**src/hdl/g2j_pkg.sv**
```systemverilog
// Shared types, constants and small lookup functions for the Gregorian to
// Jalali date converter. No dependencies.
`default_nettype none

package g2j_pkg;

  // Divide-by-constant selection for the shared multiplier.
  typedef logic [2:0] div_sel_t;

  localparam div_sel_t DV_33  = 3'd0;  // 33-year cycle, 12053 days
  localparam div_sel_t DV_4   = 3'd1;  // 4-year cycle, 1461 days
  localparam div_sel_t DV_365 = 3'd2;  // common year
  localparam div_sel_t DV_31  = 3'd3;  // first six Jalali months
  localparam div_sel_t DV_30  = 3'd4;  // remaining Jalali months

  localparam int RecipShift = 20;

  localparam logic [11:0] BaseGYear  = 12'd1600;
  localparam logic [11:0] MinGYear   = 12'd1601;
  localparam logic [11:0] BaseJYear  = 12'd979;
  localparam logic [20:0] EpochShift = 21'd80;   // 79-day shift plus the day-1 offset
  localparam logic [15:0] Recip100   = 16'd5243; // 2^19 / 100, rounded up
  localparam logic [15:0] YearDays   = 16'd365;
  localparam logic [13:0] FirstHalf  = 14'd186;  // days in months 1..6
  localparam logic [13:0] LeapRem    = 14'd366;

  // Days in the Gregorian year before the first of the given month.
  function automatic logic [8:0] greg_month_offset(input logic [3:0] month);
    logic [8:0] off;
    unique case (month)
      4'd1:    off = 9'd0;
      4'd2:    off = 9'd31;
      4'd3:    off = 9'd59;
      4'd4:    off = 9'd90;
      4'd5:    off = 9'd120;
      4'd6:    off = 9'd151;
      4'd7:    off = 9'd181;
      4'd8:    off = 9'd212;
      4'd9:    off = 9'd243;
      4'd10:   off = 9'd273;
      4'd11:   off = 9'd304;
      default: off = 9'd334;
    endcase
    return off;
  endfunction

  // Divisor for each selection.
  function automatic logic [13:0] div_const(input div_sel_t sel);
    logic [13:0] d;
    unique case (sel)
      DV_33:   d = 14'd12053;
      DV_4:    d = 14'd1461;
      DV_365:  d = 14'd365;
      DV_31:   d = 14'd31;
      default: d = 14'd30;
    endcase
    return d;
  endfunction

  // floor(2^RecipShift / divisor): the estimate is exact or one low.
  function automatic logic [15:0] div_recip(input div_sel_t sel);
    logic [15:0] m;
    unique case (sel)
      DV_33:   m = 16'd86;
      DV_4:    m = 16'd717;
      DV_365:  m = 16'd2872;
      DV_31:   m = 16'd33825;
      default: m = 16'd34952;
    endcase
    return m;
  endfunction

endpackage

`default_nettype wire

```
**src/hdl/gregorian_to_jalali_date.sv**
```systemverilog
// Gregorian to Jalali date converter, top level.
// Depends on g2j_pkg (types, divisor constants, month offset table).
`default_nettype none

// Usage
//   Input channel: in_valid / in_ready with greg_year, greg_month, greg_day.
//   Output channel: out_valid / out_ready with jal_year, jal_month, jal_day.
//   A transfer happens on a rising edge with valid and ready both high.
//   Each date yields exactly one result.
// Timing
//   One shared 20x16 multiplier does all the work under a small sequencer:
//   four steps build the Gregorian day count, then every divide by a
//   constant runs reciprocal multiply, back multiply, correction and
//   dispatch, with one more step to pick the month half. Three or four
//   divides run per date. A new date is taken only after the sequencer
//   has loaded the result and returned to idle, so dates do not overlap.
//   in_ready is high only while idle.
// Stalls
//   The result sits in an output register; the sequencer returns to idle and
//   takes the next date while a result still waits. If the previous result
//   is still unclaimed when the next one is done, the sequencer holds it.
// Reset
//   rst (synchronous, active high) idles the sequencer and drops out_valid.
//   Out-of-range inputs are clamped: year below 1601 to 1601, month 0 to 1,
//   months above 12 to 12. No other validity checks are made.

module gregorian_to_jalali_date
  import g2j_pkg::*;
(
  input  wire logic        clk,
  input  wire logic        rst,
  input  wire logic        in_valid,
  output logic             in_ready,
  input  wire logic [11:0] greg_year,
  input  wire logic [3:0]  greg_month,
  input  wire logic [4:0]  greg_day,
  output logic             out_valid,
  input  wire logic        out_ready,
  output logic [11:0]      jal_year,
  output logic [3:0]       jal_month,
  output logic [4:0]       jal_day
);

  localparam logic [3:0] ST_IDLE  = 4'd0;
  localparam logic [3:0] ST_M100  = 4'd1;  // gy * 2^19/100
  localparam logic [3:0] ST_M400  = 4'd2;  // (gy/4) * 2^19/100
  localparam logic [3:0] ST_M365  = 4'd3;  // gy * 365
  localparam logic [3:0] ST_SUM   = 4'd4;  // assemble day count
  localparam logic [3:0] ST_DMUL  = 4'd5;  // num * reciprocal
  localparam logic [3:0] ST_DBACK = 4'd6;  // quotient estimate * divisor
  localparam logic [3:0] ST_DFIX  = 4'd7;  // remainder and correction
  localparam logic [3:0] ST_NEXT  = 4'd8;  // use quotient, pick next divide
  localparam logic [3:0] ST_MON   = 4'd9;  // split day-of-year into months

  logic [3:0]  st;
  div_sel_t    sel;

  // Payload registers
  logic [11:0] gy;
  logic [3:0]  gmonth;
  logic [4:0]  gday;
  logic [4:0]  q100;
  logic        z100;      // gy divisible by 100
  logic [2:0]  q400;
  logic        z400;      // gy/4 divisible by 100
  logic [35:0] prod;
  logic [19:0] num;
  logic [6:0]  qe;
  logic [6:0]  q;
  logic [13:0] r;
  logic [11:0] jy;

  // Shared multiplier operands
  logic [19:0] mul_a;
  logic [15:0] mul_b;

  always_comb begin
    unique case (st)
      ST_M100: begin
        mul_a = {8'd0, gy};
        mul_b = Recip100;
      end
      ST_M400: begin
        mul_a = {10'd0, gy[11:2]};
        mul_b = Recip100;
      end
      ST_M365: begin
        mul_a = {8'd0, gy};
        mul_b = YearDays;
      end
      ST_DBACK: begin
        mul_a = {13'd0, prod[26:20]};
        mul_b = {2'd0, div_const(sel)};
      end
      default: begin
        mul_a = num;
        mul_b = div_recip(sel);
      end
    endcase
  end

  // Input clamping
  logic [11:0] year_c;
  logic [3:0]  month_c;

  always_comb begin
    year_c = (greg_year < MinGYear) ? MinGYear : greg_year;
    priority if (greg_month == 4'd0) begin
      month_c = 4'd1;
    end else if (greg_month > 4'd12) begin
      month_c = 4'd12;
    end else begin
      month_c = greg_month;
    end
  end

  // Day count from 1600-01-01, shifted to the Jalali epoch
  logic        mult4;
  logic        leap;
  logic [20:0] count_sum;

  always_comb begin
    mult4 = (gy[1:0] == 2'd0);
    leap  = (mult4 && !z100) || (mult4 && z400);
    count_sum = {1'b0, prod[19:0]}
              + {11'd0, gy[11:2]} + {20'd0, !mult4}
              - {16'd0, q100} - {20'd0, !z100}
              + {18'd0, q400} + {20'd0, !(mult4 && z400)}
              + {12'd0, greg_month_offset(gmonth)}
              + {20'd0, (gmonth > 4'd2) && leap}
              + {16'd0, gday}
              - EpochShift;
  end

  // Remainder correction: the estimate is exact or one low
  logic [19:0] r_raw;
  logic        r_over;
  logic [19:0] dv;

  always_comb begin
    dv     = {6'd0, div_const(sel)};
    r_raw  = num - prod[19:0];
    r_over = (r_raw >= dv);
  end

  logic out_free;
  logic emit;      // last divide done and the output register can take it
  assign out_free = !out_valid || out_ready;
  assign in_ready = (st == ST_IDLE);
  assign emit     = (st == ST_NEXT) && out_free && (sel != DV_33)
                    && (sel != DV_4) && (sel != DV_365);

  // Sequencer
  always_ff @(posedge clk) begin
    if (rst) begin
      st        <= ST_IDLE;
      out_valid <= 1'b0;
    end else begin
      if (emit) begin
        out_valid <= 1'b1;
      end else if (out_valid && out_ready) begin
        out_valid <= 1'b0;
      end
      unique case (st)
        ST_IDLE: begin
          if (in_valid) begin
            st <= ST_M100;
          end
        end
        ST_M100:  st <= ST_M400;
        ST_M400:  st <= ST_M365;
        ST_M365:  st <= ST_SUM;
        ST_SUM:   st <= ST_DMUL;
        ST_DMUL:  st <= ST_DBACK;
        ST_DBACK: st <= ST_DFIX;
        ST_DFIX:  st <= ST_NEXT;
        ST_NEXT: begin
          unique case (sel)
            DV_33:  st <= ST_DMUL;
            DV_4:   st <= (r >= LeapRem) ? ST_DMUL : ST_MON;
            DV_365: st <= ST_MON;
            default: begin
              if (out_free) begin
                st <= ST_IDLE;
              end
            end
          endcase
        end
        ST_MON:   st <= ST_DMUL;
        default:  st <= ST_IDLE;
      endcase
    end
  end

  // Datapath
  always_ff @(posedge clk) begin
    prod <= mul_a * mul_b;
    unique case (st)
      ST_IDLE: begin
        if (in_valid) begin
          gy     <= year_c - BaseGYear;
          gmonth <= month_c;
          gday   <= greg_day;
        end
      end
      ST_M400: begin
        q100 <= prod[23:19];
        z100 <= (prod[18:0] < Recip100[13:0]);
      end
      ST_M365: begin
        q400 <= prod[21:19];
        z400 <= (prod[18:0] < Recip100[13:0]);
      end
      ST_SUM: begin
        num <= count_sum[19:0];
        sel <= DV_33;
      end
      ST_DBACK: begin
        qe <= prod[26:20];
      end
      ST_DFIX: begin
        // correct the quotient and keep the remainder
        if (r_over) begin
          q <= qe + 7'd1;
          r <= 14'(r_raw - dv);
        end else begin
          q <= qe;
          r <= r_raw[13:0];
        end
      end
      ST_NEXT: begin
        unique case (sel)
          DV_33: begin
            jy  <= BaseJYear + {q, 5'd0} + {5'd0, q};
            num <= {6'd0, r};
            sel <= DV_4;
          end
          DV_4: begin
            jy <= jy + {3'd0, q, 2'd0};
            // past the leading leap year: count common years from day one
            if (r >= LeapRem) begin
              num <= {6'd0, r} - 20'd1;
              sel <= DV_365;
            end
          end
          DV_365: begin
            jy <= jy + {5'd0, q};
          end
          DV_31: begin
            if (out_free) begin
              jal_year  <= jy;
              jal_month <= q[3:0] + 4'd1;
              jal_day   <= r[4:0] + 5'd1;
            end
          end
          default: begin
            if (out_free) begin
              jal_year  <= jy;
              jal_month <= q[3:0] + 4'd7;
              jal_day   <= r[4:0] + 5'd1;
            end
          end
        endcase
      end
      ST_MON: begin
        if (r < FirstHalf) begin
          num <= {6'd0, r};
          sel <= DV_31;
        end else begin
          num <= {6'd0, r - FirstHalf};
          sel <= DV_30;
        end
      end
      default: begin
      end
    endcase
  end

endmodule

`default_nettype wire
```
**config.mk**
```make
export PLATFORM = sky130hd
export DESIGN_NAME = gregorian_to_jalali_date
export DESIGN_NICKNAME = d
export VERILOG_FILES = /design/src/hdl/g2j_pkg.sv /design/src/hdl/gregorian_to_jalali_date.sv
export SDC_FILE = /design/constraint.sdc
export NUM_CORES = 1
export LEC_CHECK = 0
export ABC_AREA = 1
export BUFFER_PORTS_ARGS = -buffer_cell sky130_fd_sc_hd__buf_2
export CAP_MARGIN = 5
export CORE_MARGIN = 1
export CORE_UTILIZATION = 50
export CTS_BUF_LIST = sky130_fd_sc_hd__clkbuf_2
export DETAILED_ROUTE_END_ITERATION = 6
export MAX_ROUTING_LAYER = met4
export PLACE_DENSITY_LB_ADDON = 0.12
export SLEW_MARGIN = 20
export SYNTH_ARGS = -nofsm -noshare
export SYNTH_HDL_FRONTEND = slang
export SYNTH_SLANG_ARGS = --single-unit
```
**constraint.sdc**
```tcl
create_clock -name clk -period 14.9 [get_ports clk]
set_input_delay 2.98 -clock clk [delete_from_list [all_inputs] [get_ports clk]]
set_output_delay 2.98 -clock clk [all_outputs]
set_load 0.05 [all_outputs]
```
==> impl_metrics.yaml, run 1 <==
logic_synthesis:
  synth-compound-area-share: 0.08267
  synth_ff_type: "edfxtp_1"
  synthSimpleGateAreaFrac: 0.2077
  synth_top_area_share: 0.2311
  ys_async_sr_fraction: 0
  synthTopCellsByCount: "inv_1 (582), nand2_1 (555), nor2_1 (242)"
  synth_mux_area_frac: 0
  ys_seq_area_frac: 0.2011
  synth_xor_area_frac: 0.03098
  syn-cell-area_um2: 20360
  synth_seq_cells: 147
  synth_area_per_cell_um2: 7.823
  synth_edf_count: 115
  synth_top_area_cell: "fa_1"
  ys_warn_count: 0
  synth_cells: 2602
  synth_cell_types: 60
  synth.most_common_cell: "inv_1"
  synth_area_leaders: "fa_1 (23%), edfxtp_1 (17%), ha_1 (12%), inv_1 (11%), nand2_1 (10%)"
  synthAdderAreaFrac: 0.3547
  synth_top_family_by_area: "adder cells"
placement:
  place.gp.congestion: 0.9738
  io_buffers: 47
  dp_hpwl_mm: 51.38
grt:
  grt_pass1_vias: 17256
  grt.overflow.total: 0
  grt_use_total: 0.3224
  grt_max_degree: 24
  grt_antenna_before_repair: 2
  grt_pass1_wl_mm: 96.59
floorplanning:
  die_h_um: 203.8
  dieArea_um2: 41520
  fp.dieW_um: 203.8
  core_area_um2: 39910
  start_util: 0.5100
  num_io_pins: 48
  placementRows: 73
timing:
  fmax_mhz: 119.5
  tightest_slew_ns: 1.109
  setup_tns_ns: 0
  slew_headroom: 0.2579
  min_period_ns: 8.369
  slew_violations: 0
  finalCritPeriodShare: 0.5617
  setup_viol: 0
  finalHoldViolations: 0
  finClkSkew_ns: 0.07348
  rsz0062_at_grt: "false"
route:
  routedWlPerCell_um: 19.38
  via_per_inst: 5.422
  vias: 17269
  remaining_drc_errors: 0
  drt_iter0_drc: 1276
  routed_wl_mm: 61.73
  drtPass1Iterations: 6
  ant_nets: 0
critical_path:
  cp.required_ns: 15.83
  r2r-end: "prod[24]$_DFF_P_"
  endpoint: "prod[24]$_DFF_P_"
  startpoint: "sel[2]$_DFFE_PP_"
  rr_worst_depth: 27
  startpoint_type: "flip-flop"
  timing.rr.start: "sel[2]$_DFFE_PP_"
  r2r_setup_slack_ns: 6.53
  crit_path_max_fanout: 18
  end_kind: "flip-flop"
  worstSetupPathType: "reg2reg"
  arrival_ns: 9.30
cts:
  clk_path_buf_depth: 2
  cts_setup_buffers: 0
  cts_sinks: 147
  clock_latency_ns: 1.03
  tritoncts: "done"
  cts_made_buffers: 17
  postCtsHoldBufs: 0
  h-tree-depth: 4
  path_clk_slew_ns: 0.27
  cts_root_buffer: "clkbuf_2"
  post_cts_resize_count: 0
worst_hold_path:
  min_from: "prod[26]$_DFF_P_"
  hold_path.class: "reg2reg"
job:
  maxCapViolCount: 0
finish:
  nets: 3105
  drive_above_1_share: 0.06248
  areaGrowthSynthToFinish_pct: 5.366
run_status:
  status: "finished clean"
layout by cell type, fill, tap and decap left out, types with 4 or more instances in the layout:
master    netlist  layout
inv_1         582     582
nand2_1       555     555
nor2_1        242     240
fa_1          235     235
ha_1          201     201
a21oi_1       123     123
edfxtp_1      115     115
nand3_1        93      93
o21ai_0        84      84
xor2_1         48      48
buf_2          18      47
dfxtp_1        32      32
nand4_1        30      30
xnor2_1        24      24
inv_2          21      21
o21ai_1        17      17
clkbuf_2        0      17
nand2_2        15      15
or2_2          13      13
nor3_1         15      13
o211ai_1       11      11
nor2_2          9      10
buf_4           1      10
nand3b_1        9       9
o221ai_1        8       8
conb_1          1       8
o21bai_1        7       7
a221oi_1        6       6
clkinv_1        4       5
nor4_1          5       5
and2_1          5       5
inv_8           0       5
o31ai_1         4       4
nor3b_1         4       4
a31oi_1         4       4
a211oi_1        4       4
clkinv_4        1       4
how the worst min path moves through the flow:
stage / to / cells past startpoint / slack (ns)
CTS: qe[6]$_DFFE_PP_ / 0 / 0.50
floorplan: qe[4]$_DFFE_PP_ / 0 / 0.41
global route: qe[6]$_DFFE_PP_ / 0 / 0.48
global placement: qe[6]$_DFFE_PP_ / 0 / 0.48
detailed placement: jal_year[5]$_DFFE_PP_ / 0 / 0.48
finish: qe[6]$_DFFE_PP_ / 0 / 0.51
routing by layer:
metal  track usage  vias up  part of all wire
met5             -        -                 0
met4        0.1042        0             0.025
met3       0.04139       95             0.067
met2        0.5092      624              0.47
met1        0.4296     8378              0.44
li1              -     8172                 -
logic make-up (layout without fill, tap and decap cells):
group,after synthesis,after routing
compound gates,292,292
xor+xnor,72,72
fa+ha+maj,436,436
buf+inv,649,697
flops,147,147
other cells,1,11
simple gates,1005,1005
flip-flops by register name, indices dropped and copies added, names as in the netlist:
register / cells
jal_day: 5
st: 4
r: 14
jal_month: 4
num: 20
jy: 12
q100: 5
z100: 1
gday: 5
out_valid: 1
prod: 27
q400: 3
jal_year: 12
q: 7
gmonth: 4
sel: 3
gy: 12
z400: 1
qe: 7
worst max-delay path, stage by stage (launching register included):
cell and delay [ns]:
edfxtp_1 0.60, nor2_8 0.33, nand2_4 0.25, nand2_1 0.43
inv_1 0.40, a22oi_1 0.64, inv_2 0.40, nor2_1 0.24
fa_1 0.45, inv_1 0.09, fa_1 0.43, fa_1 0.52
inv_1 0.05, fa_1 0.47, fa_1 0.55, inv_1 0.05
fa_1 0.59, inv_1 0.06, ha_1 0.38, nand2_1 0.13
nor4_1 0.40, nand4_1 0.15, nand3_1 0.18, nand3_1 0.09
nand2_1 0.10, nand3_1 0.08, nand2_1 0.08, xor2_1 0.14
final cells by class:
type | count | area [um^2]
fill | 3808 | 18470
multi-input combinational | 1813 | 13810
sequential | 147 | 4094
inverter | 608 | 2287
tap | 525 | 656.9
timing repair buffer | 57 | 310.3
clock inverter | 15 | 196.4
clock buffer | 17 | 85.08
antenna | 3 | 7.507
per-stage QoR:
step / utilization / hold WS, ns / cells / worst slack [ns] / instance area [um^2]
after floorplan: - / 0.4086 / 2609 / 8.422 / 20380
after global placement: 0.5299 / 0.4770 / 3150 / 6.727 / 21150
after detailed placement: 0.5300 / 0.4814 / 3150 / 6.712 / 21150
after CTS: 0.5370 / 0.4969 / 3182 / 6.582 / 21440
after global routing: 0.5374 / 0.4828 / 3185 / 6.078 / 21450
final: 0.5374 / 0.5129 / 3185 / 6.531 / 21450
Power of run 1 is not shown: default switching activity piles up to over one toggle a cycle in this logic, so the estimate is an artifact.
==> run 2, diff against run 1 <==
==> constraint.sdc (replaced) <==
create_clock -name clk -period 8.1 [get_ports clk]
set_input_delay 1.62 -clock clk [delete_from_list [all_inputs] [get_ports clk]]
set_output_delay 1.62 -clock clk [all_outputs]
set_load 0.05 [all_outputs]
==> run 2 against run 1 <==
Against the previous run:
- first-iteration DRC count increased by 14%
- wire length increased by 2.1%
- fmax increased by 8.7%
- setup slack got worse by 6.1 ns
- final area increased by 0.29%
- flip-flop and latch count unchanged
- global-route usage increased by 0.49 points
- register-to-register slack got worse by 6.1 ns
- highest routed layer unchanged
- final cell count increased by 0.60%
- worst hold slack got worse by 0.059 ns
==> impl_metrics.yaml, run 2 (same netlist as run 1, synthesis figures left out) <==
run_status:
  status: "finished clean"
finish:
  top_register: "prod"
  areaGrowthSynthToFinish_pct: 5.667
  layout_common_cells: "inv_1 (581), nand2_1 (555), nor2_1 (241), fa_1 (235), ha_1 (201)"
  nets: 3124
  final_common_cell: "inv_1"
  top_regs: "prod: 27 flops, num: 20 flops, r: 14 flops"
  drive_above_1_share: 0.06913
  stdcell_area_um2: 21510
  largest_register_ffs: 27
  fill_cells: 3903
grt:
  grt_max_degree: 24
  grt_pass1_vias: 17508
  grt_antenna_before_repair: 2
  grt_use_total: 0.3273
  grt_pass1_wl_mm: 98.95
  grt.overflow.total: 0
floorplanning:
  start_util: 0.5100
  dieArea_um2: 41520
  die_h_um: 203.8
  fp.dieW_um: 203.8
  placementRows: 73
  num_io_pins: 48
  core_area_um2: 39910
placement:
  io_buffers: 47
  place.gp.congestion: 1.022
  dp_hpwl_mm: 53.09
  place_area_um2: 21290
critical_path:
  end_kind: "flip-flop"
  crit_path_max_fanout: 18
  arrival_ns: 8.48
  r2r_setup_slack_ns: 0.40
  path_depth: 27
  startpoint_type: "flip-flop"
  cp_num_buf_inv: 6
  cp_common_cell: "fa_1"
  worstSetupPathType: "reg2reg"
  critical_path.max_stage_delay_ns: 0.59
  cp_slowest_cell: "edfxtp_1"
  cp.required_ns: 8.88
  cp_top_family: "adder cells"
  rr_worst_depth: 27
timing:
  min_period_ns: 7.700
  fmax_mhz: 129.9
  setup_viol: 0
  finalCritPeriodShare: 0.9506
  finalHoldViolations: 0
  slew_violations: 0
  setup_tns_ns: 0
  tightest_slew_ns: 1.046
  rsz0062_at_grt: "false"
  finClkSkew_ns: 0.07108
  slew_headroom: 0.3012
route:
  ant_nets: 0
  drt_iter0_drc: 1458
  via_per_inst: 5.418
  routed_wl_mm: 63.05
  drtPass1Iterations: 6
  routedWlPerCell_um: 19.68
  remaining_drc_errors: 0
  vias: 17360
cts:
  cts_sinks: 147
  path_clk_slew_ns: 0.28
  clk_path_buf_depth: 2
  tritoncts: "done"
  cts_made_buffers: 17
  clock_latency_ns: 0.89
  cts_setup_buffers: 0
  cts_root_buffer: "clkbuf_2"
  h-tree-depth: 4
worst_hold_path:
  hold_path.class: "reg2reg"
  holdPathStages: 0
job:
  maxCapViolCount: 0
==> run 2: final cells by class <==
class / count / area [um^2] / share of cell area
inverter: 608 / 2291 / 0.1065
timing repair buffer: 76 / 452.9 / 0.02106
antenna: 3 / 7.507 / 0.0003490
tap: 525 / 656.9 / 0.03054
sequential: 147 / 4094 / 0.1903
clock buffer: 19 / 95.09 / 0.004421
multi-input combinational: 1813 / 13810 / 0.6420
clock inverter: 13 / 103.9 / 0.004828
==> run 2: worst paths after layout <==
| kind | from | endpoint |
|---|---|---|
| worst max-delay path | sel[2]$_DFFE_PP_ | prod[24]$_DFF_P_ |
| worst min-delay path | jy[0]$_DFFE_PP_ | jal_year[0]$_DFFE_PP_ |
| worst max register to register | sel[2]$_DFFE_PP_ | prod[24]$_DFF_P_ |
| worst min register to register | jy[0]$_DFFE_PP_ | jal_year[0]$_DFFE_PP_ |
==> run 2: per-layer routing <==
layer	GRT usage	wire length [um]	vias up
met5	-	0	-
met4	0.08459	1643	0
met3	0.04426	4207	98
met2	0.5176	29470	627
met1	0.4422	27730	8428
li1	-	-	8207
==> run 2: what timing repair did <==
action | CTS | global route
endpoints found under the setup margin | 0 | 2
hold buffers | 0 | 0
resized for setup | 0 | 1
==> run 2: stage by stage <==
step	instances	setup slack [ns]	util	hold slack, ns
final	3204	0.4002	0.5389	0.4537
after detailed placement	3169	0.4441	0.5335	0.4327
after CTS	3201	0.3204	0.5385	0.4756
after global routing	3204	0.03789	0.5389	0.4794
after global placement	3169	0.5166	0.5335	0.4480
after floorplan	2609	1.622	-	0.4086
==> run 2: worst register-to-register path: stages (launching register included) <==
cell and delay, ns:
edfxtp_1 0.59, nor2_8 0.28, nand2_4 0.21, nand2_1 0.14, inv_1 0.10, a22oi_1 0.59
inv_2 0.41, nor2_1 0.25, fa_1 0.46, inv_1 0.10, fa_1 0.44, fa_1 0.52
inv_1 0.05, fa_1 0.47, fa_1 0.56, inv_1 0.07, fa_1 0.56, inv_1 0.06
ha_1 0.39, nand2_1 0.15, nor4_1 0.39, nand4_1 0.14, nand3_1 0.19, nand3_1 0.09
nand2_1 0.10, nand3_1 0.08, nand2_1 0.08, xor2_1 0.13
Power of run 2 is left out for the same reason.
